File: src/svtc_pkg.sv
`timescale 1ns / 1ps
`default_nettype none
package svtc_pkg;

  localparam int unsigned TagW = 20;
  localparam int unsigned SetW = 7;
  localparam int unsigned WayW = 3;
  localparam int unsigned NumWays = 8;
  localparam int unsigned PlruW = 7;

  localparam logic [2:0] OP_CPU_RD = 3'd0;
  localparam logic [2:0] OP_CPU_WR = 3'd1;
  localparam logic [2:0] OP_SN_RD = 3'd2;
  localparam logic [2:0] OP_SN_WR = 3'd3;
  localparam logic [2:0] OP_SN_RDX = 3'd4;
  localparam logic [2:0] OP_BUS_IDLE = 3'd5;

  localparam logic [1:0] CMD_NONE = 2'd0;
  localparam logic [1:0] CMD_BUSRD = 2'd1;
  localparam logic [1:0] CMD_BUSWR = 2'd2;
  localparam logic [1:0] CMD_BUSRDX = 2'd3;

  typedef enum logic [1:0] {
    K_NOP,
    K_CPU_RD,
    K_CPU_WR,
    K_SNOOP
  } kind_e;

  typedef struct packed {
    kind_e kind;
    logic inv;
    logic [TagW-1:0] tag;
    logic [SetW-1:0] set;
  } req_t;

  localparam logic [6:0] SEL_MASK [NumWays] = '{7'h0B, 7'h0B, 7'h13, 7'h13,
                                                7'h25, 7'h25, 7'h45, 7'h45};
  localparam logic [6:0] SEL_VAL [NumWays] = '{7'h00, 7'h08, 7'h02, 7'h12,
                                               7'h01, 7'h21, 7'h05, 7'h45};
  localparam logic [6:0] SET_BITS [NumWays] = '{7'h0B, 7'h03, 7'h11, 7'h01,
                                                7'h24, 7'h04, 7'h40, 7'h00};
  localparam logic [6:0] KEEP_BITS [NumWays] = '{7'h7F, 7'h77, 7'h7D, 7'h6D,
                                                 7'h7E, 7'h5E, 7'h7A, 7'h3A};

endpackage
`default_nettype wire

File: src/svtc_front.sv
`timescale 1ns / 1ps
`default_nettype none
module svtc_front (
  input  wire logic [2:0] op_i,
  input  wire logic [31:0] addr_i,
  input  wire logic [3:0] requester_id_i,
  input  wire logic [3:0] own_id_i,
  output svtc_pkg::req_t req_o
);
  always_comb begin
    req_o.tag = addr_i[31:12];
    req_o.set = addr_i[11:5];
    req_o.inv = 1'b0;
    req_o.kind = svtc_pkg::K_NOP;
    unique case (op_i) inside
      svtc_pkg::OP_CPU_RD: req_o.kind = svtc_pkg::K_CPU_RD;
      svtc_pkg::OP_CPU_WR: req_o.kind = svtc_pkg::K_CPU_WR;
      svtc_pkg::OP_SN_RD, svtc_pkg::OP_SN_WR, svtc_pkg::OP_SN_RDX: begin
        if (requester_id_i != own_id_i) begin
          req_o.kind = svtc_pkg::K_SNOOP;
          req_o.inv = (op_i != svtc_pkg::OP_SN_RD);
        end
      end
      default: req_o.kind = svtc_pkg::K_NOP;
    endcase
  end
endmodule
`default_nettype wire

File: config.mk
export PLATFORM = sky130hd
export DESIGN_NAME = svtc_front
export DESIGN_NICKNAME = d
export VERILOG_FILES = /design/src/svtc_pkg.sv /design/src/svtc_front.sv
export SDC_FILE = /design/constraint.sdc
export NUM_CORES = 1
export LEC_CHECK = 0
export BUFFER_PORTS_ARGS = -buffer_cell sky130_fd_sc_hd__buf_2
export CORE_AREA = 2 2 39 41
export DETAILED_ROUTE_END_ITERATION = 8
export DIE_AREA = 0 0 41 43
export PLACE_DENSITY = 0.85
export SYNTH_ARGS = -nofsm -noshare
export SYNTH_HDL_FRONTEND = slang
export SYNTH_SLANG_ARGS = --single-unit
export TNS_END_PERCENT = 1
File: constraint.sdc
create_clock -name vclk -period 2.3
set_clock_uncertainty 0.2 [all_clocks]
set_input_delay 0.23 -clock vclk [all_inputs]
set_output_delay 0.23 -clock vclk [all_outputs]
set_load 0.01 [all_outputs]
==> Word-level counts from Yosys, hierarchy flattened <==
Index checks and enable logic that the tools add are counted.
{ "totals": {"input_bits": 43, "elab_cells": 11, "output_inout_bits": 30, "regBits": 0} }
{ "op_classes": {"n_mux": 3, "n_eq_ne": 6, "n_reduce_logical": 2} }
{ "ops": {"columns": ["op", "n"], "rows": [
  ["== test 3 x 2 -> 1 bit (second input constant)", 2],
  ["case mux 2 bit (3 select lines)", 1],
  ["!= test 4 bit", 1],
  ["== test 3 x 1 -> 1 bit (second input constant)", 1],
  ["== test 3 bit (second input constant)", 1],
  ["logical NOT 3 bit", 1],
  ["2-to-1 mux 3 bit", 1],
  ["!= test 3 x 2 -> 1 bit (second input constant)", 1],
  ["OR reduction 3 bit", 1],
  ["2-to-1 mux 1 bit", 1]
]} }

==> Depth between registers and ports, before layout <==
{ "logic_depth": {"depth_word": 3, "ltp_mapped": 3, "depth_no_buf": 3} }

==> Worst setup path after synthesis <==
OpenSTA, ideal clock, no wires.
{ "synth_path": {"path_kind": "input -> output", "from": "input own_id_i[1]", "to": "output req_o[28] in the netlist's numbering", "stages": 3, "path_slack_ps": 908, "required_time_ps": 1870, "n_path_buf": 0, "arrival_time_ps": 962, "cell_sequence": "xor2_1 > o41ai_2 > o211ai_1"} }
{ "synth_rtl": {"columns": ["element", "line", "rtl"], "rows": [
  ["start: declaration", "svtc_front.sv:7", "input wire logic [3:0] own_id_i,"],
  ["end: declaration", "svtc_front.sv:8", "output svtc_pkg::req_t req_o"]
]} }

==> flow_metrics.env <==
export IMPL_grt_overflow_total=0
export IMPL_placed_cells=46
export IMPL_grt_pass1_vias=194
export IMPL_drc=0
export IMPL_max_freq_mhz=603
export IMPL_rsz0062_at_grt="no"
export IMPL_relSlewSlack_pct=75.6
export IMPL_drv_cap=0
export IMPL_synth_top_cell_by_area="buf_4"
export IMPL_final_util_pct=15.5
export IMPL_synth_simple_gate_area_share_pct=8.43
export IMPL_worstSetupPathType="input port to output port"
export IMPL_cts_setup_buffers=0
export IMPL_die_y_um=43
export IMPL_detail_route_antenna_nets=0
export IMPL_synth_area_per_cell_um2=7.59
export IMPL_ys_warnings_count=0
export IMPL_regArea_um2=0
export IMPL_core_um2=1380
export IMPL_first_pass_iters=2
export IMPL_start_kind="input port"
export IMPL_run_status="finished clean"
export IMPL_syn_inst=43
export IMPL_die_w_um=41
export IMPL_fin_crit_sh_pct=72.1
export IMPL_yosysSeqAreaShare_pct=0
export IMPL_synthAdderAreaFrac_pct=0
export IMPL_holdBufCountCts=0
export IMPL_antenna_cells=0
export IMPL_drt_iter0_drc=2
export IMPL_crit_start="own_id_i[1]"
export IMPL_final_common_cell="buf_2"
export IMPL_io_pins=73
export IMPL_yosysUniqueCellTypes=12
export IMPL_cp_required_ps=1870
export IMPL_final_net_count=75
export IMPL_arrival_ps=1230
export IMPL_grt_max_degree=7
export IMPL_vias=204
export IMPL_start_util_pct=23.6
export IMPL_synth_compound_gate_area_share_pct=17.6
export IMPL_netlist_area_um2=327
export IMPL_postCtsResizedCells=0
export IMPL_p_leak_nw=0.100
export IMPL_die_area_um2=1760
export IMPL_routabilityCongestion=0.418
export IMPL_grt_pass1_wl_um=641
export IMPL_viasPerCell=4.43
export IMPL_hold_violations=0
export IMPL_yosys_area_top_type_share_pct=62.1
export IMPL_synthTopCellsByArea="buf_4 62%, xor2_1 11%, o41ai_2 10%"
export IMPL_hp_class="input port to output port"
export IMPL_grt_antenna_before_repair=0
export IMPL_routed_wl_um=551
export IMPL_holdWs_ps=260
export IMPL_track_usage_pct=4.90
export IMPL_layout_min_cycle_time_ps=1660
export IMPL_dp_slack_ps=636
export IMPL_seq_cells=0
export IMPL_syn2layout_area_growth_pct=-34.5
export IMPL_syn_nets=86
export IMPL_final_cell_mix="14 x buf_2, 4 x xor2_1, 2 x o41ai_2, 2 x a21oi_1"
export IMPL_row_count=14
export IMPL_crit_fanout=3
export IMPL_fill_cells=156
export IMPL_power_density_nw_per_um2=198
export IMPL_slew_viol_final=0
export IMPL_peakVddDrop_mv=0.0193
export IMPL_num_clock_buffers=0
export IMPL_synthMuxAreaShare_pct=0
export IMPL_fin_tns_setup_ps=0
export IMPL_drive_gt1_share_pct=53.3
export IMPL_worst_slack_ps=643
export IMPL_synth_xor_area_share_pct=10.7
export IMPL_worstMarginPinSlew_ps=365
export IMPL_post_drt_wl_per_cell_um=12.0
export IMPL_end_kind="output port"
export IMPL_finalSetupViolations=0
export IMPL_portBuffers=14
export IMPL_setup_worst_path_end="req_o[29]"
export IMPL_stdcell_count=46
export IMPL_synth_top_family_by_area="buffers and inverters"
==> per-layer routing <==
metal / track usage, % / vias up / part of all wire (%)
li1: - / 91 / -
met1: 0.633 / 85 / 29
met2: 11.3 / 24 / 50
met3: 3.14 / 4 / 19
met4: 3.33 / 0 / 1.8
met5: 0 / - / 0
==> worst max-delay path: stages <==
cell     delay (ps)
buf_2           100
xor2_1          190
o41ai_2         400
a22oi_1         150
buf_2           160
==> through the flow <==
step                      area [um^2]  total power [mW]
after floorplan                   327            0.0703
after global placement            214            0.0401
after detailed placement          214            0.0421
after CTS                         214            0.0425
after global routing              214            0.0464
final                             214            0.0424
==> cell families after synthesis <==
logic type / after synthesis
and+or+nand+nor: 5
buffers and inverters: 28
xor gates and xnor gates: 4
AOI/OAI and AO/OA: 6
==> how the worst min path moves through the flow <==
stage	start	to	slack, ps	cells after the start
after floorplan	addr_i[5]	req_o[0]	350	1
after global placement	addr_i[15]	req_o[10]	260	0
after detailed placement	addr_i[15]	req_o[10]	260	0
after CTS	addr_i[15]	req_o[10]	260	0
after global routing	addr_i[30]	req_o[25]	260	0
final	addr_i[28]	req_o[23]	260	0
==> synth_stat cells <==
cell type,instances
o211ai_1,1
nor2_1,1
o41ai_2,2
nand2_1,1
buf_4,27
a22oi_1,1
nor4_1,1
inv_1,1
xor2_1,4
or3_1,1
a21oi_1,2
nand3b_1,1
==> power by group <==
group | switching [mW] | total, mW | internal [mW]
sequential | 0 | 0 | 0
combinational | 0.0238 | 0.0424 | 0.0186
clock | 0 | 0 | 0
total | 0.0238 | 0.0424 | 0.0186
==> layout make-up <==
cell class | instances | area [um^2] | area share [%]
repair buffers | 14 | 70.1 | 32.7
inverters | 1 | 3.75 | 1.75
multi-input cells | 15 | 120 | 56.1
well taps | 16 | 20.0 | 9.36
No activity file was read; power rests on OpenSTA's default activity.
