[src/svtc_pkg.sv]
`timescale 1ns / 1ps
`default_nettype none
package svtc_pkg;

  localparam int unsigned TagW = 20;
  localparam int unsigned SetW = 7;
  localparam int unsigned WayW = 3;
  localparam int unsigned NumWays = 8;
  localparam int unsigned PlruW = 7;

  localparam logic [2:0] OP_CPU_RD = 3'd0;
  localparam logic [2:0] OP_CPU_WR = 3'd1;
  localparam logic [2:0] OP_SN_RD = 3'd2;
  localparam logic [2:0] OP_SN_WR = 3'd3;
  localparam logic [2:0] OP_SN_RDX = 3'd4;
  localparam logic [2:0] OP_BUS_IDLE = 3'd5;

  localparam logic [1:0] CMD_NONE = 2'd0;
  localparam logic [1:0] CMD_BUSRD = 2'd1;
  localparam logic [1:0] CMD_BUSWR = 2'd2;
  localparam logic [1:0] CMD_BUSRDX = 2'd3;

  typedef enum logic [1:0] {
    K_NOP,
    K_CPU_RD,
    K_CPU_WR,
    K_SNOOP
  } kind_e;

  typedef struct packed {
    kind_e kind;
    logic inv;
    logic [TagW-1:0] tag;
    logic [SetW-1:0] set;
  } req_t;

  localparam logic [6:0] SEL_MASK [NumWays] = '{7'h0B, 7'h0B, 7'h13, 7'h13,
                                                7'h25, 7'h25, 7'h45, 7'h45};
  localparam logic [6:0] SEL_VAL [NumWays] = '{7'h00, 7'h08, 7'h02, 7'h12,
                                               7'h01, 7'h21, 7'h05, 7'h45};
  localparam logic [6:0] SET_BITS [NumWays] = '{7'h0B, 7'h03, 7'h11, 7'h01,
                                                7'h24, 7'h04, 7'h40, 7'h00};
  localparam logic [6:0] KEEP_BITS [NumWays] = '{7'h7F, 7'h77, 7'h7D, 7'h6D,
                                                 7'h7E, 7'h5E, 7'h7A, 7'h3A};

endpackage
`default_nettype wire

[src/svtc_queue.sv]
`timescale 1ns / 1ps
`default_nettype none
module svtc_queue (
  input  wire logic clk_i,
  input  wire logic rst_ni,
  input  wire logic push_i,
  input  svtc_pkg::req_t data_i,
  output logic full_o,
  output logic empty_o,
  input  wire logic pop_i,
  output svtc_pkg::req_t data_o
);
  svtc_pkg::req_t mem_q [2];
  logic wp_q, rp_q;
  logic [1:0] cnt_q;

  assign full_o = cnt_q == 2'd2;
  assign empty_o = cnt_q == 2'd0;
  assign data_o = mem_q[rp_q];

  always_ff @(posedge clk_i) begin
    if (push_i) mem_q[wp_q] <= data_i;
  end

  always_ff @(posedge clk_i or negedge rst_ni) begin
    if (!rst_ni) begin
      wp_q <= 1'b0;
      rp_q <= 1'b0;
      cnt_q <= 2'd0;
    end else begin
      if (push_i) wp_q <= ~wp_q;
      if (pop_i) rp_q <= ~rp_q;
      cnt_q <= cnt_q + {1'b0, push_i} - {1'b0, pop_i};
    end
  end

  assert property (@(posedge clk_i) disable iff (!rst_ni) full_o |-> !push_i)
    else $error("push into full queue");
  assert property (@(posedge clk_i) disable iff (!rst_ni) empty_o |-> !pop_i)
    else $error("pop from empty queue");
  assert property (@(posedge clk_i) disable iff (!rst_ni) cnt_q != 2'd3)
    else $error("queue count out of range");
endmodule
`default_nettype wire

[config.mk]
export PLATFORM = sky130hd
export DESIGN_NAME = svtc_queue
export DESIGN_NICKNAME = d
export VERILOG_FILES = /design/src/svtc_pkg.sv /design/src/svtc_queue.sv
export SDC_FILE = /design/constraint.sdc
export NUM_CORES = 1
export LEC_CHECK = 0
export ABC_AREA = 0
export ABC_CLOCK_PERIOD_IN_PS = 3460
export BUFFER_PORTS_ARGS = -buffer_cell sky130_fd_sc_hd__clkbuf_2
export CAP_MARGIN = 15
export CELL_PAD_IN_SITES_DETAIL_PLACEMENT = 1
export CELL_PAD_IN_SITES_GLOBAL_PLACEMENT = 2
export CORE_UTILIZATION = 28
export DETAILED_ROUTE_END_ITERATION = 8
export HOLD_SLACK_MARGIN = 0.08
export PLACE_DENSITY_LB_ADDON = 0.2
export RECOVER_POWER = 50
export SETUP_SLACK_MARGIN = 0.1
export SYNTH_ARGS = -nofsm -noshare
export SYNTH_HDL_FRONTEND = slang
export SYNTH_SLANG_ARGS = --single-unit
[constraint.sdc]
create_clock -name clk_i -period 3.46 [get_ports clk_i]
set_input_delay 0.519 -clock clk_i [delete_from_list [all_inputs] [get_ports clk_i]]
set_output_delay 0.519 -clock clk_i [all_outputs]
set_load 0.005 [all_outputs]
# Word level (Yosys, flattened, before mapping)
# Memories as Yosys holds them, arrays and structs flattened.
# Cells that the tools add are included.
dict set report classes {
  addsub 2
  n_eq_ne 1
  muxes 2
  n_bitwise 2
  n_reduce_logical 1
}
# cell n
set ops {}
lappend ops {{$add 2x1->2} 1}
lappend ops {{$eq 2x2->1 const B} 1}
lappend ops {{$logic_not 2->1} 1}
lappend ops {{$mux 1} 2}
lappend ops {{$not 1->1} 2}
lappend ops {{$sub 2x1->2} 1}
dict set report word_totals {
  register_bits 4
  ram_bits 60
  inputBits 34
  output_inout_bits 32
  elab_cells 12
  n_memories 1
}
# name words word_bits read_ports rd_ports_with_merged_regs write_ports line_no
set mem_list {}
lappend mem_list {mem_q 2 30 1 0 1 svtc_queue.sv:13} ;# svtc_pkg::req_t mem_q [2];

# Depth between registers and ports, before layout
# Gate-level depths: netlist (run 1).
dict set report depth {
  word_depth 2
  depth_mapped 5
  ltp_nobuf 5
}

# Worst setup path after synthesis (run 1)
# No wires, ideal clock.
dict set report synth_timing {
  kind {in2reg}
  from {input push_i}
  to {memory mem_q[0][0] (netlist bit) (enable)}
  setup_time_ns 0.421
  t_arrival_ns 1.881
  required_time_ns 3.039
  slack_ns 1.158
  path_stages 1
  n_path_buf 0
  path_cell_list {nor2b_1}
}
dict set report synth_between {
  elab_chain_cells 2
}
# item line_no
set synth_lines {}
lappend synth_lines {{start: declaration} svtc_queue.sv:6} ;# input wire logic push_i,
lappend synth_lines {{$mux 1} svtc_queue.sv:22} ;# if (push_i) mem_q[wp_q] <= data_i;
lappend synth_lines {{$mux 1 (not written as such)} svtc_queue.sv:22}
lappend synth_lines {{end: declaration} svtc_queue.sv:13}
# Every way passes these cells.

==> results of run 1 <==
metrics by stage:
step                      setup WS [ns]  hold WS, ns  cells  instance area [um^2]  utilization, %
after global placement             1.43        0.330    277                  2820            34.3
after detailed placement           1.40        0.343    277                  2820            34.3
final                              1.11        0.374    294                  2950            35.9
after global routing              0.948        0.363    294                  2950            35.9
after floorplan                    1.16        0.223    108                  2370               -
after CTS                          1.03        0.359    294                  2980            36.3
what timing repair did:
| action | CTS | global route |
|---|---|---|
| hold endpoints to repair | 4 | 0 |
| resized for setup | 0 | 0 |
| setup buffers | 0 | 0 |
| endpoints found under the setup margin | 0 | 0 |
| hold buffers | 1 | 0 |
metal layers:
metal  up-vias  wire length [um]  GRT usage, %
li1        568                 -             -
met1       611              1740          11.6
met2        39              2330          18.6
met4         0               113          6.54
met5         -                 0             0
met3        10               232          3.32
worst max-delay path: stages, from the launching register on:
cell,delay (ns)
sky130_fd_sc_hd__dfrtp_1,0.61
sky130_fd_sc_hd__buf_4,0.38
sky130_fd_sc_hd__mux2_2,0.39
sky130_fd_sc_hd__clkbuf_2,0.12
layout make-up:
| type | instances | area, um^2 |
|---|---|---|
| inverter | 2 | 7.51 |
| clock buffer | 12 | 135 |
| fill | 859 | 5270 |
| clock inverter | 4 | 22.5 |
| tap | 105 | 131 |
| multi-input combinational | 39 | 434 |
| timing repair buffer | 68 | 317 |
| sequential | 64 | 1900 |
state kept, by name, summed over array words and instances, names as in the netlist:
register,count
mem_q,60
rp_q,1
wp_q,1
cnt_q,2
kinds of logic (layout without fill, tap and decap cells):
logic type    count (synthesis)  count (layout)  synth area share, %
flops                        64              64                 80.3
xor+xnor                      3               3                 1.74
simple gates                  4               4                0.950
mux                          30              30                 14.3
buf+inv                       5              86                 1.74
fa+ha+maj                     2               2                 1.06
Yosys cell counts:
library cell	count
sky130_fd_sc_hd__xor3_1	1
sky130_fd_sc_hd__ha_1	2
sky130_fd_sc_hd__dfrtp_1	4
sky130_fd_sc_hd__buf_6	3
sky130_fd_sc_hd__and2_1	1
sky130_fd_sc_hd__inv_1	2
sky130_fd_sc_hd__nor2_1	1
sky130_fd_sc_hd__edfxtp_1	60
sky130_fd_sc_hd__xor2_1	2
sky130_fd_sc_hd__mux2_2	30
sky130_fd_sc_hd__nor2b_1	2
power by group through the flow:
| stage | Clock [mW] | Sequential (mW) | Combinational (mW) |
|---|---|---|---|
| detailed placement | 0 | 1.12 | 0.629 |
| global route | 0.571 | 1.13 | 0.665 |
| CTS | 0.541 | 1.11 | 0.634 |
| finish | 0.525 | 1.11 | 0.601 |
| global placement | 0 | 1.11 | 0.616 |
| floorplan | 0 | 1.09 | 0.402 |
final timing paths:
path	start	slack (ns)	endpoint
min reg2reg	wp_q	0.57	wp_q
min in group asynchronous	rst_ni	0.57	cnt_q[0]
max in group asynchronous	rst_ni	2.67	rp_q
max reg2reg	wp_q	1.18	mem_q[1][15]
min	data_i[18]	0.37	mem_q[1][18]
max	rp_q	1.11	data_o[19]
==> flow_summary_export.csv, run 1 <==
group,metric,value,unit
yosys,syn_area_per_cell,21.9,um^2
die,die_h,94.0,um
power_and_ir_drop,vdd_drop_max,0.241,mV
power_and_ir_drop,proportion_of_power_drawn_by_flip_flops_and_latches,49.6,%
route,dr.pass1.iters,4,
worst_setup_path,path_class,"register to primary output",
power_and_ir_drop,netSwitchingPower,621,uW
power_and_ir_drop,power.leakage,1.08,nW
die,placementRows,33,
route,remaining_drc_errors,0,
worst_setup_path,setup.worst_path.end_class,"primary output",
global_routing,antenna_found_initial,0,
worst_setup_path,signal_arrival_time_at_the_worst_endpoint,1.83,ns
timing,timing_hold_violations_final,0,
yosys,syn_area,2370,um^2
yosys,synth.ff_latch_count,64,
clocking,tritoncts.num_buffers,9,
clocking,max_h_tree_level,3,
die,core_area,8220,um^2
clocking,cts-root-to-sink-buffers,2,
route,via_count,1228,
worst_setup_path,start_kind,"register",
timing,finalWorstPathRequiredPeriod,2.35,ns
timing,finalMaxSlewViolations,31,
power_and_ir_drop,share_comb_of_total_power,26.9,%
place,globalplace.congestion,0.618,
place,hpwl_dp,2990,um
yosys,synth_cells,108,
clocking,clock_sink_count,64,
die,die_area,8840,um^2
worst_setup_path,worst_ep_required_time,2.94,ns
yosys,ys_warn_count,0,
worst_setup_path,path_max_fanout,21,
yosys,netlist-cell-type-count,11,
timing,rsz0062_at_grt,"false",
power_and_ir_drop,internal-power,1.61,mW
flow_run,maxCapViolCount,1,
final_layout,post_route_cells_drive_above_1_share,45.5,%
outcome,run_status,"complete, but fails checks",
global_routing,globalRoute.totalOverflow,0,
die,pin_count,66,
yosys,net_count_after_synthesis,144,
final_layout,antennaDiodeCount,0,
power_and_ir_drop,power.share.switching,27.8,%
route,postRouteAntennaNets,0,
global_routing,grt_pass1_vias,1343,
power_and_ir_drop,clock_power_share,23.5,%
hold_path,hp-class,"primary input to register",
final_layout,synthToLayoutAreaGrowth,24.4,%
clocking,clkLatencyLatePin,0.33,ns
timing,max_clock_freq,426,MHz
global_routing,pin_count_of_the_biggest_net_entering_global_routing,31,
global_routing,wire_length_of_the_first_global_routing_pass,6710,um
place,io_buffers,65,
timing,final-setup-viol-count,0,
power_and_ir_drop,finalPower,2.23,mW
timing,final.setup.tns,0,ns
route,avgViaCountPerCell,4.18,
clocking,cts_tree,"yes",
power_and_ir_drop,power.density,757,nW/um^2
final_layout,final_cell_mix,"60 x sky130_fd_sc_hd__edfxtp_1, 41 x sky130_fd_sc_hd__clkbuf_2, 30 x sky130_fd_sc_hd__mux2_2",
outcome,failing_checks,"capacitance limit, slew limit",
timing,period_share,67.8,%
final_layout,finish.net_count,220,
hold_path,whs_path_depth,1,
global_routing,globalRouteTotalUtil,10.8,%
clocking,cts.reportedPaths.clkPinSlew,0.07,ns
final_layout,mostFrequentLayoutCell,"sky130_fd_sc_hd__edfxtp_1",
route,postRouteWirelength,4420,um
route,routedWlPerCell,15.0,um
yosys,synth.yosys.seq_area_share,80.3,%
timing,tightestPinTransition,1.79,ns
yosys,synth_top_area_share,76.0,%
yosys,synth_area_leaders,"sky130_fd_sc_hd__edfxtp_1 76%, sky130_fd_sc_hd__mux2_2 14%, sky130_fd_sc_hd__dfrtp_1 4.2%",
clocking,clock-root-buffer,"sky130_fd_sc_hd__clkbuf_8",
die,initial_utilization,28.8,%
timing,fin_worst_skew,0.00403,ns
die,die-width,94.0,um
yosys,synthDominantAreaCellType,"sky130_fd_sc_hd__edfxtp_1",
worst_setup_path,r2r.worst_path.cells,2,
route,drt_iter0_drc,22,
timing,maxSlewHeadroom,-19.2,%
No activity file was read; power rests on OpenSTA's default activity.
==> run 2, diff against run 1 <==
--- a/config.mk
+++ b/config.mk
@@ -6,7 +6,7 @@
 export NUM_CORES = 1
 export LEC_CHECK = 0
 export ABC_AREA = 0
-export ABC_CLOCK_PERIOD_IN_PS = 3460
+export ABC_CLOCK_PERIOD_IN_PS = 2300
 export BUFFER_PORTS_ARGS = -buffer_cell sky130_fd_sc_hd__clkbuf_2
 export CAP_MARGIN = 15
 export CELL_PAD_IN_SITES_DETAIL_PLACEMENT = 1
==> constraint.sdc (replaced) <==
create_clock -name clk_i -period 2.3 [get_ports clk_i]
set_input_delay 0.345 -clock clk_i [delete_from_list [all_inputs] [get_ports clk_i]]
set_output_delay 0.345 -clock clk_i [all_outputs]
set_load 0.005 [all_outputs]
==> run 2 against run 1 <==
The run now ends clean; count of clock-buffer cells in the layout down 1; worst hold slack worse by 0.17 ns; worst setup slack got worse by 0.56 ns; highest routed layer unchanged.
==> flow_summary_export.csv, run 2 (synthesis results as in run 1) <==
group,metric,value,unit
clocking,cts-hold-fix-buffers,1,
route,postRouteWirelength,4330,um
timing,timing_hold_violations_final,0,
global_routing,antenna_found_initial,0,
outcome,run_status,"complete, no violations",
final_layout,post_route_cells_drive_above_1_share,46.4,%
route,via_count,1234,
worst_setup_path,crit_path_cell_trace,"buf_4 -> mux2_2 -> clkbuf_2",
timing,final.setup.tns,0,ns
worst_setup_path,path_class,"register to primary output",
timing,period_share,76.0,%
route,remaining_drc_errors,0,
route,drt_iter0_drc,29,
route,met3_length,226,um
die,die_h,94.0,um
power_and_ir_drop,vdd_drop_max,0.440,mV
clocking,post-cts-setup-buffer-count,0,
worst_setup_path,r2r.worst_path.cells,2,
worst_setup_path,setup.worst_path.end_class,"primary output",
clocking,tritoncts.num_buffers,9,
final_layout,mostFrequentLayoutCell,"sky130_fd_sc_hd__edfxtp_1",
global_routing,wire_length_of_the_first_global_routing_pass,6790,um
timing,setup_slack,0.552,ns
route,avgViaCountPerCell,4.15,
global_routing,grt_pass1_vias,1389,
final_layout,largest-register,"mem_q",
die,placementRows,33,
final_layout,final_cell_mix,"60 x sky130_fd_sc_hd__edfxtp_1, 40 x sky130_fd_sc_hd__clkbuf_2, 30 x sky130_fd_sc_hd__mux2_2",
global_routing,globalRoute.totalOverflow,0,
timing,rsz0062_at_grt,"false",
flow_run,maxCapViolCount,0,
place,io_buffers,65,
timing,tightestPinTransition,0.823,ns
place,globalplace.congestion,0.627,
global_routing,globalRouteTotalUtil,10.9,%
worst_setup_path,path_max_fanout,12,
final_layout,layout.filler_cells,845,
place,hpwl_dp,3160,um
clocking,max_h_tree_level,3,
worst_setup_path,worst_ep_required_time,1.96,ns
die,core_area,8220,um^2
clocking,clock_sink_count,64,
clocking,clock-root-buffer,"sky130_fd_sc_hd__clkbuf_8",
final_layout,synthToLayoutAreaGrowth,25.9,%
die,initial_utilization,28.8,%
clocking,cts.reportedPaths.clkPinSlew,0.07,ns
final_layout,fin_util,36.3,%
worst_setup_path,start_kind,"register",
final_layout,largest_register_ffs,60,
place,place.detailed.instances,280,
final_layout,instances_no_fill,297,
timing,max_clock_freq,572,MHz
worst_setup_path,signal_arrival_time_at_the_worst_endpoint,1.40,ns
route,postRouteAntennaNets,0,
timing,final-setup-viol-count,0,
timing,fin_worst_skew,0.00854,ns
die,die-width,94.0,um
die,pin_count,66,
final_layout,antennaDiodeCount,0,
route,routedWlPerCell,14.6,um
worst_setup_path,crit_path_max_incr_delay,0.37,ns
worst_setup_path,ff2ff_setup_slack,0.63,ns
place,post-place-ws,0.703,ns
die,die_area,8840,um^2
hold_path,whs_path_depth,1,
route,met2_wirelength,2390,um
timing,worst_hold_slack,0.206,ns
timing,finalWorstPathRequiredPeriod,1.75,ns
power_and_ir_drop,power.density,1130,nW/um^2
route,met1_length,1630,um
power_and_ir_drop,power.leakage,1.10,nW
worst_setup_path,critical_path.slowest_cell,"sky130_fd_sc_hd__dfrtp_1",
final_layout,design_area,2980,um^2
power_and_ir_drop,finalPower,3.37,mW
clocking,clkLatencyLatePin,0.33,ns
clocking,cts-root-to-sink-buffers,2,
route,dr.pass1.iters,4,
place,placed_area,2850,um^2
final_layout,reg.largest.list,"mem_q: 60 flops, cnt_q: 2 flops",
global_routing,pin_count_of_the_biggest_net_entering_global_routing,21,
clocking,cts_tree,"yes",
timing,finalMaxSlewViolations,0,
timing,maxSlewHeadroom,45.1,%
final_layout,finish.net_count,223,
route,routed.top_layer,"met4",
clocking,cts_resized,0,
hold_path,hp-class,"primary input to register",
## run 2: changes by cell type in the layout (fill, tap and decap cells not counted)
cell	before	now
sky130_fd_sc_hd__buf_12	0	1
sky130_fd_sc_hd__buf_4	1	4
sky130_fd_sc_hd__clkbuf_1	28	27
sky130_fd_sc_hd__clkbuf_2	41	40
sky130_fd_sc_hd__clkinvlp_4	1	0
sky130_fd_sc_hd__clkinv_1	0	1
sky130_fd_sc_hd__clkinv_2	3	4
## run 2: final timing paths
kind	end	start
worst max-delay path	data_o[25]	rp_q
worst min-delay path	mem_q[0][10]	data_i[10]
worst max register to register	mem_q[1][14]	wp_q
worst min register to register	wp_q	wp_q
max in group asynchronous	cnt_q[1]	rst_ni
min in group asynchronous	rp_q	rst_ni
## run 2: layout make-up
cell class              instances  area (um^2)  area share (%)
clock buffers                  11          131            4.40
clock inverters                 5         23.8           0.797
inverters                       2         7.51           0.252
multi-input cells              39          434            14.5
flip-flops and latches         64         1900            63.7
well taps                     105          131            4.40
repair buffers                 71          354            11.9
## run 2: routing by layer
metal,track usage [%],vias up
met5,0,-
li1,-,579
met4,6.54,0
met1,11.4,610
met2,19.5,37
met3,3.07,8
## run 2: where the power goes
part	total (mW)	leakage, nW	internal (mW)	switching (mW)
Combinational	0.977	0.410	0.522	0.455
Sequential	1.63	0.610	1.55	0.0744
Clock	0.766	0.0843	0.380	0.386
Total	3.37	1.10	2.46	0.916
## run 2: critical path: cells and delay by family, from the launching register on
kind | cells | cell delay (ns)
buffers and inverters | 2 | 0.33
flip-flops | 1 | 0.37
multiplexers | 1 | 0.37
